--- src/binc_pkg.sv ---
package binc_pkg;

   localparam int TIMEOUT_BITS = 31;
   localparam int TOD_BITS     = 17;
   localparam int LEVEL_BITS   = 7;
   localparam int OP_BITS      = 2;
   localparam int CSR_IDX_BITS = 3;
   localparam int CSR_DATA_BITS = 31;
   localparam int REQ_DATA_BITS = 24;
   localparam int RSP_DATA_BITS = 16;

   localparam logic [TIMEOUT_BITS-1:0] MIN_TIMEOUT   = TIMEOUT_BITS'(1000);
   localparam logic [TIMEOUT_BITS-1:0] RESET_TIMEOUT = TIMEOUT_BITS'(60000);
   localparam logic [LEVEL_BITS-1:0]   MAX_LEVEL     = LEVEL_BITS'(100);
   localparam logic [LEVEL_BITS-1:0]   MIN_ACTIVE    = LEVEL_BITS'(1);

   typedef enum logic [OP_BITS-1:0] {
      OP_TICK     = 2'd0,
      OP_ACTIVITY = 2'd1,
      OP_SLEEP    = 2'd2
   } op_type;

   typedef enum logic [CSR_IDX_BITS-1:0] {
      CSR_ENABLED       = 3'd0,
      CSR_IDLE_TIMEOUT  = 3'd1,
      CSR_ACTIVE_BRIGHT = 3'd2,
      CSR_IDLE_BRIGHT   = 3'd3,
      CSR_NIGHT_ENABLED = 3'd4,
      CSR_NIGHT_START   = 3'd5,
      CSR_NIGHT_END     = 3'd6
   } csr_index_type;

   typedef struct packed {
      logic                    enabled;
      logic [TIMEOUT_BITS-1:0] idle_timeout_ms;
      logic [LEVEL_BITS-1:0]   active_brightness;
      logic [LEVEL_BITS-1:0]   idle_brightness;
      logic                    night_enabled;
      logic [TOD_BITS-1:0]     night_start;
      logic [TOD_BITS-1:0]     night_end;
   } cfg_type;

   typedef struct packed {
      logic                    idle;
      logic                    night;
      logic                    running;
      logic [TIMEOUT_BITS-1:0] countdown;
   } state_type;

   typedef struct packed {
      logic                  is_idle;
      logic                  night_active;
      logic                  idle_changed;
      logic                  bright_valid;
      logic [LEVEL_BITS-1:0] brightness;
   } result_type;

endpackage

--- src/backlight_idle_night_controller_unit.sv ---
// Screen idle and night-window backlight controller.
// req_ channel: one transfer per event. req_tuser carries the kind (millisecond
// tick, user activity, sleep request); req_tdata carries the time of day in
// seconds, looked at on ticks only.
// rsp_ channel: exactly one transfer per request transfer, in order, giving the
// idle and night flags after the event, whether the idle flag changed, and an
// optional brightness request in percent.
// csr_ port: write enable, register index and data; write only while the block
// has no transfer in flight.
// A request taken is held in the input register and then moved into the response
// register, from which its response transfer is given; the move waits while the
// response register still holds a response that has not been taken.
// One request per cycle is sustained while rsp_tready stays high; the state
// update and the response are computed by combinational compare, decrement and
// selection logic.
// Reset (synchronous): configuration, state and valid registers take defaults;
// screen awake, no night window in force, countdown loaded with 60000 and running.
// When the rsp_ side stalls, the response register holds, the input register
// fills, and req_tready drops until the response is taken.
module backlight_idle_night_controller_unit (
   input  logic                                clock,
   input  logic                                reset,
   input  logic                                req_tvalid,
   output logic                                req_tready,
   // [16:0] time_of_day, [23:17] zero
   input  logic [binc_pkg::REQ_DATA_BITS-1:0]  req_tdata,
   // [1:0] op
   input  logic [binc_pkg::OP_BITS-1:0]        req_tuser,
   output logic                                rsp_tvalid,
   input  logic                                rsp_tready,
   // [0] is_idle, [1] night_active, [2] idle_changed, [3] bright_valid,
   // [10:4] brightness, [15:11] zero
   output logic [binc_pkg::RSP_DATA_BITS-1:0]  rsp_tdata,
   input  logic                                csr_we,
   input  logic [binc_pkg::CSR_IDX_BITS-1:0]   csr_index,
   input  logic [binc_pkg::CSR_DATA_BITS-1:0]  csr_wdata
);
   import binc_pkg::*;

   cfg_type                 cfg_ff, cfg_in;
   state_type               state_ff;
   state_type               state_in;
   logic                    in_valid_ff, in_valid_in;
   logic [OP_BITS-1:0]      in_op_ff;
   logic [TOD_BITS-1:0]     in_tod_ff;
   logic                    out_valid_ff, out_valid_in;
   result_type              out_res_ff;
   result_type              step_res;
   logic                    advance;
   logic                    take;

   assign advance    = in_valid_ff && (!out_valid_ff || rsp_tready);
   assign req_tready = !in_valid_ff || advance;
   assign take       = req_tvalid && req_tready;

   binc_step u_step (
      .cfg         (cfg_ff),
      .cur         (state_ff),
      .op          (in_op_ff),
      .time_of_day (in_tod_ff),
      .nxt         (state_in),
      .res         (step_res)
   );

   always_comb begin
      cfg_in = cfg_ff;
      if (csr_we) begin
         unique case (csr_index)
            CSR_ENABLED:       cfg_in.enabled           = csr_wdata[0];
            CSR_IDLE_TIMEOUT:  cfg_in.idle_timeout_ms   = csr_wdata[TIMEOUT_BITS-1:0];
            CSR_ACTIVE_BRIGHT: cfg_in.active_brightness = csr_wdata[LEVEL_BITS-1:0];
            CSR_IDLE_BRIGHT:   cfg_in.idle_brightness   = csr_wdata[LEVEL_BITS-1:0];
            CSR_NIGHT_ENABLED: cfg_in.night_enabled     = csr_wdata[0];
            CSR_NIGHT_START:   cfg_in.night_start       = csr_wdata[TOD_BITS-1:0];
            CSR_NIGHT_END:     cfg_in.night_end         = csr_wdata[TOD_BITS-1:0];
            default: begin
            end
         endcase
      end
   end

   always_comb begin
      in_valid_in  = take || (in_valid_ff && !advance);
      out_valid_in = advance || (out_valid_ff && !rsp_tready);
   end

   always_ff @(posedge clock) begin
      if (reset) begin
         cfg_ff.enabled           <= 1'b1;
         cfg_ff.idle_timeout_ms   <= RESET_TIMEOUT;
         cfg_ff.active_brightness <= MAX_LEVEL;
         cfg_ff.idle_brightness   <= LEVEL_BITS'(10);
         cfg_ff.night_enabled     <= 1'b0;
         cfg_ff.night_start       <= TOD_BITS'(79200);
         cfg_ff.night_end         <= TOD_BITS'(25200);
         state_ff.idle            <= 1'b0;
         state_ff.night           <= 1'b0;
         state_ff.running         <= 1'b1;
         state_ff.countdown       <= RESET_TIMEOUT;
         in_valid_ff              <= 1'b0;
         out_valid_ff             <= 1'b0;
      end else begin
         cfg_ff       <= cfg_in;
         in_valid_ff  <= in_valid_in;
         out_valid_ff <= out_valid_in;
         if (advance) begin
            state_ff <= state_in;
         end
      end
   end

   always_ff @(posedge clock) begin
      if (take) begin
         in_op_ff  <= req_tuser;
         in_tod_ff <= req_tdata[TOD_BITS-1:0];
      end
      if (advance) begin
         out_res_ff <= step_res;
      end
   end

   assign rsp_tvalid = out_valid_ff;
   assign rsp_tdata  = {{(RSP_DATA_BITS - LEVEL_BITS - 4){1'b0}},
                        out_res_ff.brightness,
                        out_res_ff.bright_valid,
                        out_res_ff.idle_changed,
                        out_res_ff.night_active,
                        out_res_ff.is_idle};

   a_run_nonzero: assert property (@(posedge clock) disable iff (reset)
      state_ff.running |-> (state_ff.countdown != '0))
      else $error("countdown running at zero");

   a_night_idle: assert property (@(posedge clock) disable iff (reset)
      state_ff.night |-> (state_ff.idle && !state_ff.running))
      else $error("night window in force while awake or counting");

   a_change_req: assert property (@(posedge clock) disable iff (reset)
      (rsp_tvalid && out_res_ff.idle_changed) |-> out_res_ff.bright_valid)
      else $error("idle change without brightness request");

   a_advance_out: assert property (@(posedge clock) disable iff (reset)
      advance |=> rsp_tvalid)
      else $error("response lost after advance");

endmodule

--- src/binc_step.sv ---
module binc_step (
   input  binc_pkg::cfg_type                   cfg,
   input  binc_pkg::state_type                 cur,
   input  logic [binc_pkg::OP_BITS-1:0]        op,
   input  logic [binc_pkg::TOD_BITS-1:0]       time_of_day,
   output binc_pkg::state_type                 nxt,
   output binc_pkg::result_type                res
);
   import binc_pkg::*;

   logic                    in_window;
   logic                    night_now;
   logic                    restart_run;
   logic [TIMEOUT_BITS-1:0] restart_count;
   logic [LEVEL_BITS-1:0]   idle_level;
   logic [LEVEL_BITS-1:0]   active_level;
   logic                    req_valid;
   logic [LEVEL_BITS-1:0]   req_level;

   always_comb begin
      if (cfg.night_start == cfg.night_end) begin
         in_window = 1'b0;
      end else if (cfg.night_start < cfg.night_end) begin
         in_window = (time_of_day >= cfg.night_start) && (time_of_day < cfg.night_end);
      end else begin
         in_window = (time_of_day >= cfg.night_start) || (time_of_day < cfg.night_end);
      end
      night_now = cfg.night_enabled && in_window;
   end

   always_comb begin
      restart_run   = (cfg.idle_timeout_ms != '0);
      restart_count = (cfg.idle_timeout_ms < MIN_TIMEOUT) ? MIN_TIMEOUT : cfg.idle_timeout_ms;
      idle_level    = (cfg.idle_brightness > MAX_LEVEL) ? MAX_LEVEL : cfg.idle_brightness;
      if (cfg.active_brightness < MIN_ACTIVE) begin
         active_level = MIN_ACTIVE;
      end else if (cfg.active_brightness > MAX_LEVEL) begin
         active_level = MAX_LEVEL;
      end else begin
         active_level = cfg.active_brightness;
      end
   end

   always_comb begin
      nxt       = cur;
      req_valid = 1'b0;
      req_level = '0;
      if (cfg.enabled) begin
         unique case (op)
            OP_TICK: begin
               nxt.night = night_now;
               if (night_now) begin
                  nxt.running = 1'b0;
                  if (!cur.idle) begin
                     nxt.idle  = 1'b1;
                     req_valid = 1'b1;
                     req_level = idle_level;
                  end
               end else if (cur.night) begin
                  if (cur.idle) begin
                     nxt.idle  = 1'b0;
                     req_valid = 1'b1;
                     req_level = active_level;
                  end
                  nxt.running = restart_run;
                  if (restart_run) begin
                     nxt.countdown = restart_count;
                  end
               end
               if (nxt.running) begin
                  if (nxt.countdown <= TIMEOUT_BITS'(1)) begin
                     nxt.countdown = '0;
                     nxt.running   = 1'b0;
                     if (!nxt.idle) begin
                        nxt.idle  = 1'b1;
                        req_valid = 1'b1;
                        req_level = idle_level;
                     end
                  end else begin
                     nxt.countdown = nxt.countdown - TIMEOUT_BITS'(1);
                  end
               end
            end
            OP_ACTIVITY: begin
               if (!cur.night) begin
                  if (cur.idle) begin
                     nxt.idle  = 1'b0;
                     req_valid = 1'b1;
                     req_level = active_level;
                  end
                  nxt.running = restart_run;
                  if (restart_run) begin
                     nxt.countdown = restart_count;
                  end
               end
            end
            OP_SLEEP: begin
               if (!cur.idle) begin
                  nxt.idle    = 1'b1;
                  nxt.running = 1'b0;
                  req_valid   = 1'b1;
                  req_level   = idle_level;
               end
            end
            default: begin
            end
         endcase
      end
   end

   always_comb begin
      res.is_idle      = nxt.idle;
      res.night_active = nxt.night;
      res.idle_changed = (nxt.idle != cur.idle);
      res.bright_valid = req_valid;
      res.brightness   = req_level;
   end

endmodule
--- config.mk ---
export PLATFORM = sky130hd
export DESIGN_NAME = backlight_idle_night_controller_unit
export DESIGN_NICKNAME = d
export VERILOG_FILES = /design/src/binc_pkg.sv /design/src/backlight_idle_night_controller_unit.sv /design/src/binc_step.sv
export SDC_FILE = /design/constraint.sdc
export NUM_CORES = 1
export LEC_CHECK = 0
export BUFFER_PORTS_ARGS = -buffer_cell sky130_fd_sc_hd__clkbuf_2
export CORE_AREA = 2 2 173 175
export DETAILED_ROUTE_END_ITERATION = 10
export DIE_AREA = 0 0 175 177
export PLACE_DENSITY = 0.56
export SLEW_MARGIN = 30
export SYNTH_ARGS = -nofsm -noshare
export SYNTH_HDL_FRONTEND = slang
export SYNTH_SLANG_ARGS = --single-unit
--- constraint.sdc ---
create_clock -name clock -period 9.6 [get_ports clock]
set_input_delay 0.48 -clock clock [delete_from_list [all_inputs] [get_ports clock]]
set_output_delay 0.48 -clock clock [all_outputs]
set_load 0.05 [all_outputs]
== Word-level counts from Yosys, hierarchy flattened ==
Cells that the tools add are included.

* Bits in registers: 147
* Bits of input ports: 65
* Output and inout port bits: 18
* Logic and storage cells: 119

* $add $sub $neg: 1
* $lt $le $gt $ge: 8
* Equality and inequality tests: 12
* Multiplexer cells: 49
* Reduce and logical (&&, ||, !) cells: 29

{| class="wikitable"
|+ Operator list
! cell !! count
|-
| 31-bit 2-to-1 mux || 6
|-
| 32-bit 2-to-1 mux || 3
|-
| 7-bit 2-to-1 mux || 11
|-
| 31-bit case mux with 2 select lines || 1
|-
| 17-bit less-than comparator || 2
|-
| 34-bit 2-to-1 mux || 1
|-
| 31-bit by 1-bit <= comparator with 1-bit output, second input constant || 1
|-
| 31-bit by 10-bit less-than comparator with 1-bit output, second input constant || 1
|-
| 31-bit nonzero test || 1
|-
| 31-bit by 1-bit subtractor with 31-bit output, second input constant || 1
|-
| 1-bit 2-to-1 mux || 23
|-
| 7-bit case mux with 3 select lines || 1
|-
| 17-bit == test || 1
|-
| 17-bit greater-or-equal comparator || 1
|-
| 7-bit > comparator, second input constant || 2
|-
| 2-bit AND reduction || 7
|-
| 3-bit == test, second input constant || 3
|-
| 1-bit case mux with 3 select lines || 3
|-
| 7-bit by 1-bit less-than comparator with 1-bit output, second input constant || 1
|-
| 3-bit by 2-bit == test with 1-bit output, second input constant || 2
|-
| 1-bit logical AND || 6
|-
| 1-bit logical OR || 5
|-
| 5-bit AND reduction || 1
|-
| 1-bit logical NOT || 4
|-
| other kinds (10) || 11
|}

== Longest topological paths before layout ==
Gate-level depths: netlist of the first run.

* Depth after elaboration: 14
* Mapped depth: 20
* Gate-level depth less buffers: 18

== By module ==
A second synthesis of the first run with hierarchy kept.

* Cell total of the unflattened synthesis: 1,169
* Area, all modules: 9,482.8 µm²

{| class="wikitable"
|+ Modules (own cells, without submodules)
! module !! times used !! cells an instance !! area each (µm²) !! seq. area each (µm²)
|-
| backlight_idle_night_controller_unit || 1 || 537 || 5,388.9 || 3,243.1
|-
| binc_step || 1 || 632 || 4,093.9 || 0.0
|}

== Least setup slack after synthesis of the first run ==
Ideal clock, no wire load.

* Path type: register -> register
* From: register in_tod_ff[2]
* To: register out_res_ff, in the netlist rsp_tdata[2], data pin
* Setup time: 262 ps
* Arrival: 4,156 ps
* Data required time: 9,338 ps
* Setup slack: 5,182 ps
* Cell stages (with the launch flop): 18
* Buffers on the path: 2
* Period minus slack after synthesis: 4,418 ps
* Path through: edfxtp_1 ha_1 a211oi_1 nor2_1 or3_1 a211oi_1 o21ai_0 maj3_1 o21ai_0 buf_2 buf_1 a32o_1 ha_1 o221a_2 nand4b_1 a31oi_1 a2111oi_2 mux2_1

{| class="wikitable"
|+ RTL lines
! element !! RTL line !! text
|-
| start, declared || backlight_idle_night_controller_unit.sv:45 || <nowiki>logic [TOD_BITS-1:0] in_tod_ff;</nowiki>
|-
| start signal, assigned || backlight_idle_night_controller_unit.sv:115 || <nowiki>in_tod_ff <= req_tdata[TOD_BITS-1:0];</nowiki>
|-
| end signal, assigned || backlight_idle_night_controller_unit.sv:118 || <nowiki>out_res_ff <= step_res;</nowiki>
|-
| end, declared || backlight_idle_night_controller_unit.sv:47 || <nowiki>result_type out_res_ff;</nowiki>
|}

== Final worst setup path of the first run ==
* From: register in_tod_ff[2]
* To: register state_ff[22] (netlist bit)

* Word-level cells in the longest chain between the ends: 12
* Elaborated cells between the ends (all ways): 18
* Classes of those cells: add/sub (1); order compare (3); mux (11); reduce/logical (3)

{| class="wikitable"
|+ Ends and longest elaborated chain
! element !! RTL line !! text
|-
| 17-bit greater-or-equal comparator / 17-bit less-than comparator (equally long branches) || binc_step.sv:24, binc_step.sv:26 ||
|-
| 1-bit logical OR / 1-bit logical AND (equally long branches) || binc_step.sv:26, binc_step.sv:24 ||
|-
| 1-bit 2-to-1 mux * || binc_step.sv:23 || <nowiki>end else if (cfg.night_start < cfg.night_end) begin</nowiki>
|-
| 1-bit 2-to-1 mux * || binc_step.sv:21 || <nowiki>if (cfg.night_start == cfg.night_end) begin</nowiki>
|-
| 1-bit logical AND * || binc_step.sv:28 || <nowiki>night_now = cfg.night_enabled && in_window;</nowiki>
|-
| 31-bit 2-to-1 mux || binc_step.sv:52 || <nowiki>if (night_now) begin</nowiki>
|-
| 31-bit 2-to-1 mux || binc_step.sv:49 || <nowiki>unique case (op)</nowiki>
|-
| 31-bit 2-to-1 mux || binc_step.sv:48 || <nowiki>if (cfg.enabled) begin</nowiki>
|-
| 31-bit by 1-bit subtractor with 31-bit output / 31-bit by 1-bit <= comparator with 1-bit output (equally long branches) || binc_step.sv:80, binc_step.sv:71 ||
|-
| 31-bit 2-to-1 mux || binc_step.sv:71 || <nowiki>if (nxt.countdown <= TIMEOUT_BITS'(1)) begin</nowiki>
|-
| 32-bit 2-to-1 mux * || binc_step.sv:70 || <nowiki>if (nxt.running) begin</nowiki>
|-
| 31-bit case mux with 2 select lines * || binc_step.sv:49 ||
|-
| end signal, assigned || backlight_idle_night_controller_unit.sv:107 || <nowiki>state_ff <= state_in;</nowiki>
|-
| end, declared || backlight_idle_night_controller_unit.sv:41 || <nowiki>state_type state_ff;</nowiki>
|}

Every way passes the cells marked *; elsewhere a longest branch is shown, timed or not. The select of a mux whose other input is x is not followed.
A chain may end at the register's enable or synchronous reset.

==> out/summary.txt, run 1 <==
Status: finished, final reports clean
Clock latency on the worst-skew pair: 440 ps
Die X: 175 µm
Syn_area_per_cell: 8.09 µm²
Lkg Pwr: 3.94 nW
Largest net degree at the start of global routing: 46
Place WS: 4120 ps
TNS Setup: 0 ps
Post-synthesis cell type count: 83
Clk network pwr share: 0.434
Top_reg_cell synth: dfxtp_1
# diodes: 0
NumNets Final: 1,266
Achievable Freq: 178 MHz
Residual DRC: 0
Slowest-stage cell, CP: o21ai_2
Final setup violation count: 0
Cells after DPL: 1,516
Post-Route WL: 27,100 µm
HP Start: req_tdata[15]
ANT nets after route: 0
Max clock buf depth: 2
Max-Cap Viols: 0
Psw: 0.436 mW
WHS Endpoint: in_tod_ff[15]
Register area share after synthesis: 0.364
Port Buffers: 70
Worst-path cell chain: ha_1 > a211oi_1 > nor2_1 > or3_1 > a211oi_1 > o21ai_0 > maj3_1 > o21ai_2 > buf_4 > a32o_1 > ha_1 > o221a_2 > nand4b_1 > nand3_1 > buf_4 > o22ai_1 > o21ba_1
CP Capture Type: flop
HP Class: in2reg
Maximum VDD drop: 0.112 mV
Cells on Worst Hold Path: 1
Vias in the first global route: 7,907
Initial drt markers: 702
Area after DPL: 9620 µm²
Power Dens Cells: 149 nW/µm²
Max-slew violations: 0
Clock root cell: clkbuf_16
Internal: 1.08 mW
Post-DP HPWL: 19,400 µm
CTS Buf Count: 17
DR vias: 8,473
Most frequent cells in the layout: 182 x nand2_1, 121 x a21oi_1, 117 x dfxtp_1, 76 x nor2_1, 70 x clkbuf_2
Starting Density: 0.305
#FFs+latches synth: 147
Vias per cell: 5.47
Kind of critical path: reg2reg
Setup slack after layout: 3970 ps
CTS Hold Buffers Added: 0
Worst setup SP type: flop
Ports: 83
Sw frac: 0.287
Worst Hold Margin: 214 ps
Syn Std Cell Area: 8910 µm²
H-tree Lvls: 4
Origin of the critical flop-to-flop path: in_tod_ff[2]
Initial antenna violation count: 0
Die area: 31,000 µm²
Clock sinks: 147
Post-layout min period: 5630 ps
Period Utilization, post-route: 0.586
Resize count post-CTS: 0
Area growth syn-to-layout: 14.3%
Total global-route track usage: 0.177
Crit-path max FO: 17
Normalized max-slew margin: 0.357
Post-Syn Instances: 1,102
Worst R2R End: state_ff[22]
Slew at the pin closest to its max-slew limit: 958 ps
Crit path DAT: 5960 ps
Commonest non-fill, non-tap cell in the layout: nand2_1
EDFF count, synth: 30
CTS tree: yes
# rows: 63
R2r worst-path depth: 17
Layout cells sized above 1: 0.130
Async set-reset flop share out of synthesis: 0
Hold Violations, Final: 0
R2R Setup Slk: 3970 ps
RePlAce Congestion: 0.891
Core area: 29,200 µm²
Req. time, crit path: 9930 ps
Comb pwr share: 0.122
Global-route wire length before repair: 43,200 µm
Final instance area: 10,200 µm²
Sequential share of power: 0.444
Post-layout util: 0.348
Final instance count without filler cells: 1,548
Crit path max-delay family: compound AO/OA/AOI/OAI gates
DRT Pass-1 Iters: 5
Routed length per instance: 17.5 µm
Worst path max stage delay: 610 ps
Total power: 1.52 mW
Total global routing overflow: 0
WP buf/inv: 2
Setup Buffers After CTS: 0
Die height: 177 µm
Reg clk slew, reported paths: 70 ps
Unrepaired setup endpoints after global routing: no
Skew final: 16.1 ps
Synth Warn #: 0
Final-layout fill cell count: 3,088
## sequential cells by signal (all words and copies together) (netlist names)
register	cells
in_tod_ff	17
rsp_tdata	11
in_valid_ff	1
in_op_ff	2
state_ff	34
cfg_ff	81
rsp_tvalid	1
## routing by layer
metal | GRT usage | vias up | part of all wire
met5 | 0 | - | 0
li1 | - | 4127 | -
met1 | 0.243 | 4002 | 0.47
met3 | 0.0335 | 39 | 0.067
met4 | 0.0486 | 0 | 0.018
met2 | 0.283 | 305 | 0.44
## synthesized netlist by cell type, types with 13 or more instances
master	number	area (µm²)
inv_1	47	176
o21ai_0	52	260
a22oi_1	29	218
dfxtp_1	117	2340
nand2_1	183	687
nand4_1	17	106
a21o_1	13	97.6
nand3_1	30	150
nor2_1	78	293
a21oi_1	123	616
nor3_1	26	130
ha_1	56	701
o211ai_1	16	120
clkbuf_1	48	180
edfxtp_1	30	901
## area by class of cell
class | count | area (µm²) | share of cell area
clock inverters | 15 | 144 | 0.0141
flip-flops and latches | 147 | 3240 | 0.318
multi-input cells | 846 | 5250 | 0.515
clock buffers | 17 | 425 | 0.0417
well taps | 390 | 488 | 0.0479
inverters | 49 | 184 | 0.0180
repair buffers | 84 | 455 | 0.0447
## worst max path at each step
stage                             from      endpoint  slack [ps]  depth (start not counted)
after floorplan           in_tod_ff[2]  rsp_tdata[2]        5180                         17
after global placement    in_tod_ff[2]  state_ff[19]        4120                         17
after detailed placement  in_tod_ff[2]  state_ff[22]        4120                         17
after CTS                 in_tod_ff[2]  state_ff[22]        4110                         17
after global routing      in_tod_ff[2]  state_ff[22]        3630                         17
final                     in_tod_ff[2]  state_ff[22]        3970                         17
## cells by family (layout without fill, tap and decap cells)
| logic type | after synthesis | count (layout) | synth area share |
|---|---|---|---|
| mux | 14 | 14 | 0.0160 |
| other cells | 1 | 5 | 0.000421 |
| xor+xnor | 20 | 20 | 0.0197 |
| buf+inv | 113 | 165 | 0.0512 |
| fa+ha+maj | 58 | 58 | 0.0809 |
| simple gates | 405 | 405 | 0.214 |
| flops | 147 | 147 | 0.364 |
| compound gates | 344 | 344 | 0.254 |
## power groups by stage
stage	Sequential, mW	Combinational, mW	Clock (mW)
4_1_cts	0.674	0.185	0.676
3_3_place_gp	0.688	0.182	0
6_report	0.674	0.186	0.660
3_5_place_dp	0.688	0.184	0
2_1_floorplan	0.687	0.124	0
5_1_grt	0.677	0.207	0.702
Power figures use the tool's default switching activity.
==> inputs of run 2 (changes only) <==
Clock period 9.6 ns to 5.9 ns, I/O delays scaled along.
==> run 2 against run 1 <==
Die area did not move; count of clock-buffer cells in the layout rose by 1; highest routed layer unchanged; worst setup slack got worse by 2900 ps; largest cell class unchanged; sequential power rose by 63%; sequential share of layout area fell by 0.19 points; critical path depth fell by 2; largest power group unchanged.
==> out/summary.txt, run 2 (synthesis gave the netlist of run 1 again) <==
Status: finished, final reports clean
Vias per cell: 5.47
Ports: 83
Sequential cell area: 3240 µm²
Total global routing overflow: 0
Crit-path max FO: 8
Top flop regs: cfg_ff x81, state_ff x34, in_tod_ff x17
Routed length per instance: 17.4 µm
Multi-input logic area: 5250 µm²
NumNets Final: 1,271
Max FFs per register: 81
# diodes: 0
Die X: 175 µm
Clock root cell: clkbuf_16
CP Capture Type: flop
Residual DRC: 0
Max-Cap Viols: 0
Starting Density: 0.305
Req. time, crit path: 6080 ps
Skew final: 9.97 ps
R2R Setup Slk: 1070 ps
RePlAce Congestion: 0.905
Reg clk slew, reported paths: 70 ps
Initial antenna violation count: 0
Global-route wire length before repair: 43,400 µm
Area after DPL: 9670 µm²
DRT Pass-1 Iters: 5
Worst Hold Margin: 25.3 ps
ANT nets after route: 0
Post-Route WL: 27,000 µm
Origin of the critical flop-to-flop path: in_tod_ff[2]
Commonest non-fill, non-tap cell in the layout: nand2_1
Register with the most flip-flops: cfg_ff
Most frequent cells in the layout: 182 x nand2_1, 121 x a21oi_1, 117 x dfxtp_1, 76 x nor2_1, 70 x clkbuf_2
Lkg Pwr: 3.97 nW
Kind of critical path: reg2reg
CTS Buf Count: 17
Setup Buffers After CTS: 0
Vias in the first global route: 7,950
Period Utilization, post-route: 0.819
Max clock buf depth: 2
Worst setup SP type: flop
Die area: 31,000 µm²
HP Start: req_tdata[11]
Clock latency on the worst-skew pair: 440 ps
Largest net degree at the start of global routing: 46
CTS tree: yes
Final setup violation count: 0
Cells on Worst Hold Path: 1
Clock sinks: 147
TNS Setup: 0 ps
# rows: 63
Final-layout fill cell count: 3,096
H-tree Lvls: 4
CTS Hold Buffers Added: 0
Post-layout min period: 4830 ps
Initial drt markers: 681
Crit path DAT: 5010 ps
Area growth syn-to-layout: 15.0%
Total global-route track usage: 0.178
Post-DP HPWL: 19,500 µm
Maximum VDD drop: 0.192 mV
Resize count post-CTS: 0
WHS Endpoint: in_tod_ff[11]
DR vias: 8,501
Core area: 29,200 µm²
Worst R2R End: rsp_tdata[2]
Unrepaired setup endpoints after global routing: no
HP Class: in2reg
Hold Violations, Final: 0
Die height: 177 µm
Slew at the pin closest to its max-slew limit: 911 ps
R2r worst-path depth: 15
Port Buffers: 70
Final instance area: 10,300 µm²
Achievable Freq: 207 MHz
Power Dens Cells: 243 nW/µm²
Normalized max-slew margin: 0.392
Layout cells sized above 1: 0.133
Max-slew violations: 0
## run 2: how the worst max path moves through the flow
stage | from | depth (start not counted) | endpoint
after CTS | in_tod_ff[2] | 15 | rsp_tdata[2]
after global placement | in_tod_ff[2] | 15 | rsp_tdata[2]
after floorplan | in_tod_ff[2] | 17 | rsp_tdata[2]
after detailed placement | in_tod_ff[2] | 15 | rsp_tdata[2]
final | in_tod_ff[2] | 15 | rsp_tdata[2]
after global routing | cfg_ff[3] | 16 | rsp_tdata[2]
## run 2: metrics by stage
stage / setup slack (ps) / total power, mW / cells / util
floorplan: 1480 / 1.32 / 1106 / -
global placement: 1180 / 1.42 / 1521 / 0.331
detailed placement: 1150 / 1.42 / 1521 / 0.331
CTS: 1120 / 2.51 / 1553 / 0.351
global route: 741 / 2.60 / 1553 / 0.351
finish: 1070 / 2.49 / 1553 / 0.351
## run 2: area by class of cell
cell class | instances | share of cell area
Clock buffer | 18 | 0.0428
Clock inverter | 14 | 0.0138
Inverter | 49 | 0.0179
Multi-Input combinational cell | 846 | 0.512
Sequential cell | 147 | 0.316
Tap cell | 390 | 0.0476
Timing Repair Buffer | 89 | 0.0493
## run 2: per-layer routing
layer | vias up | part of all wire | track usage
li1 | 4134 | - | -
met1 | 4025 | 0.47 | 0.245
met2 | 301 | 0.44 | 0.279
met3 | 41 | 0.065 | 0.0382
met4 | 0 | 0.017 | 0.0528
met5 | - | 0 | 0
## run 2: worst max-delay path, cell delays in order, from the launching register on
cell and delay [ps]:
edfxtp_1 400, ha_1 300, a211oi_1 210, nor2_1 70
or3_1 380, a211oi_1 270, o21ai_0 300, maj3_1 540
o21ai_2 460, a32o_1 290, ha_1 180, o221a_2 180
nand4b_1 190, a31oi_1 320, a2111oi_2 110, mux2_1 350
## run 2: report_power, final
part / leakage (nW) / total, mW / switching, mW / internal [mW]
combinational: 2.44 / 0.304 / 0.192 / 0.113
clock: 0.292 / 1.09 / 0.481 / 0.605
sequential: 1.24 / 1.10 / 0.0359 / 1.06
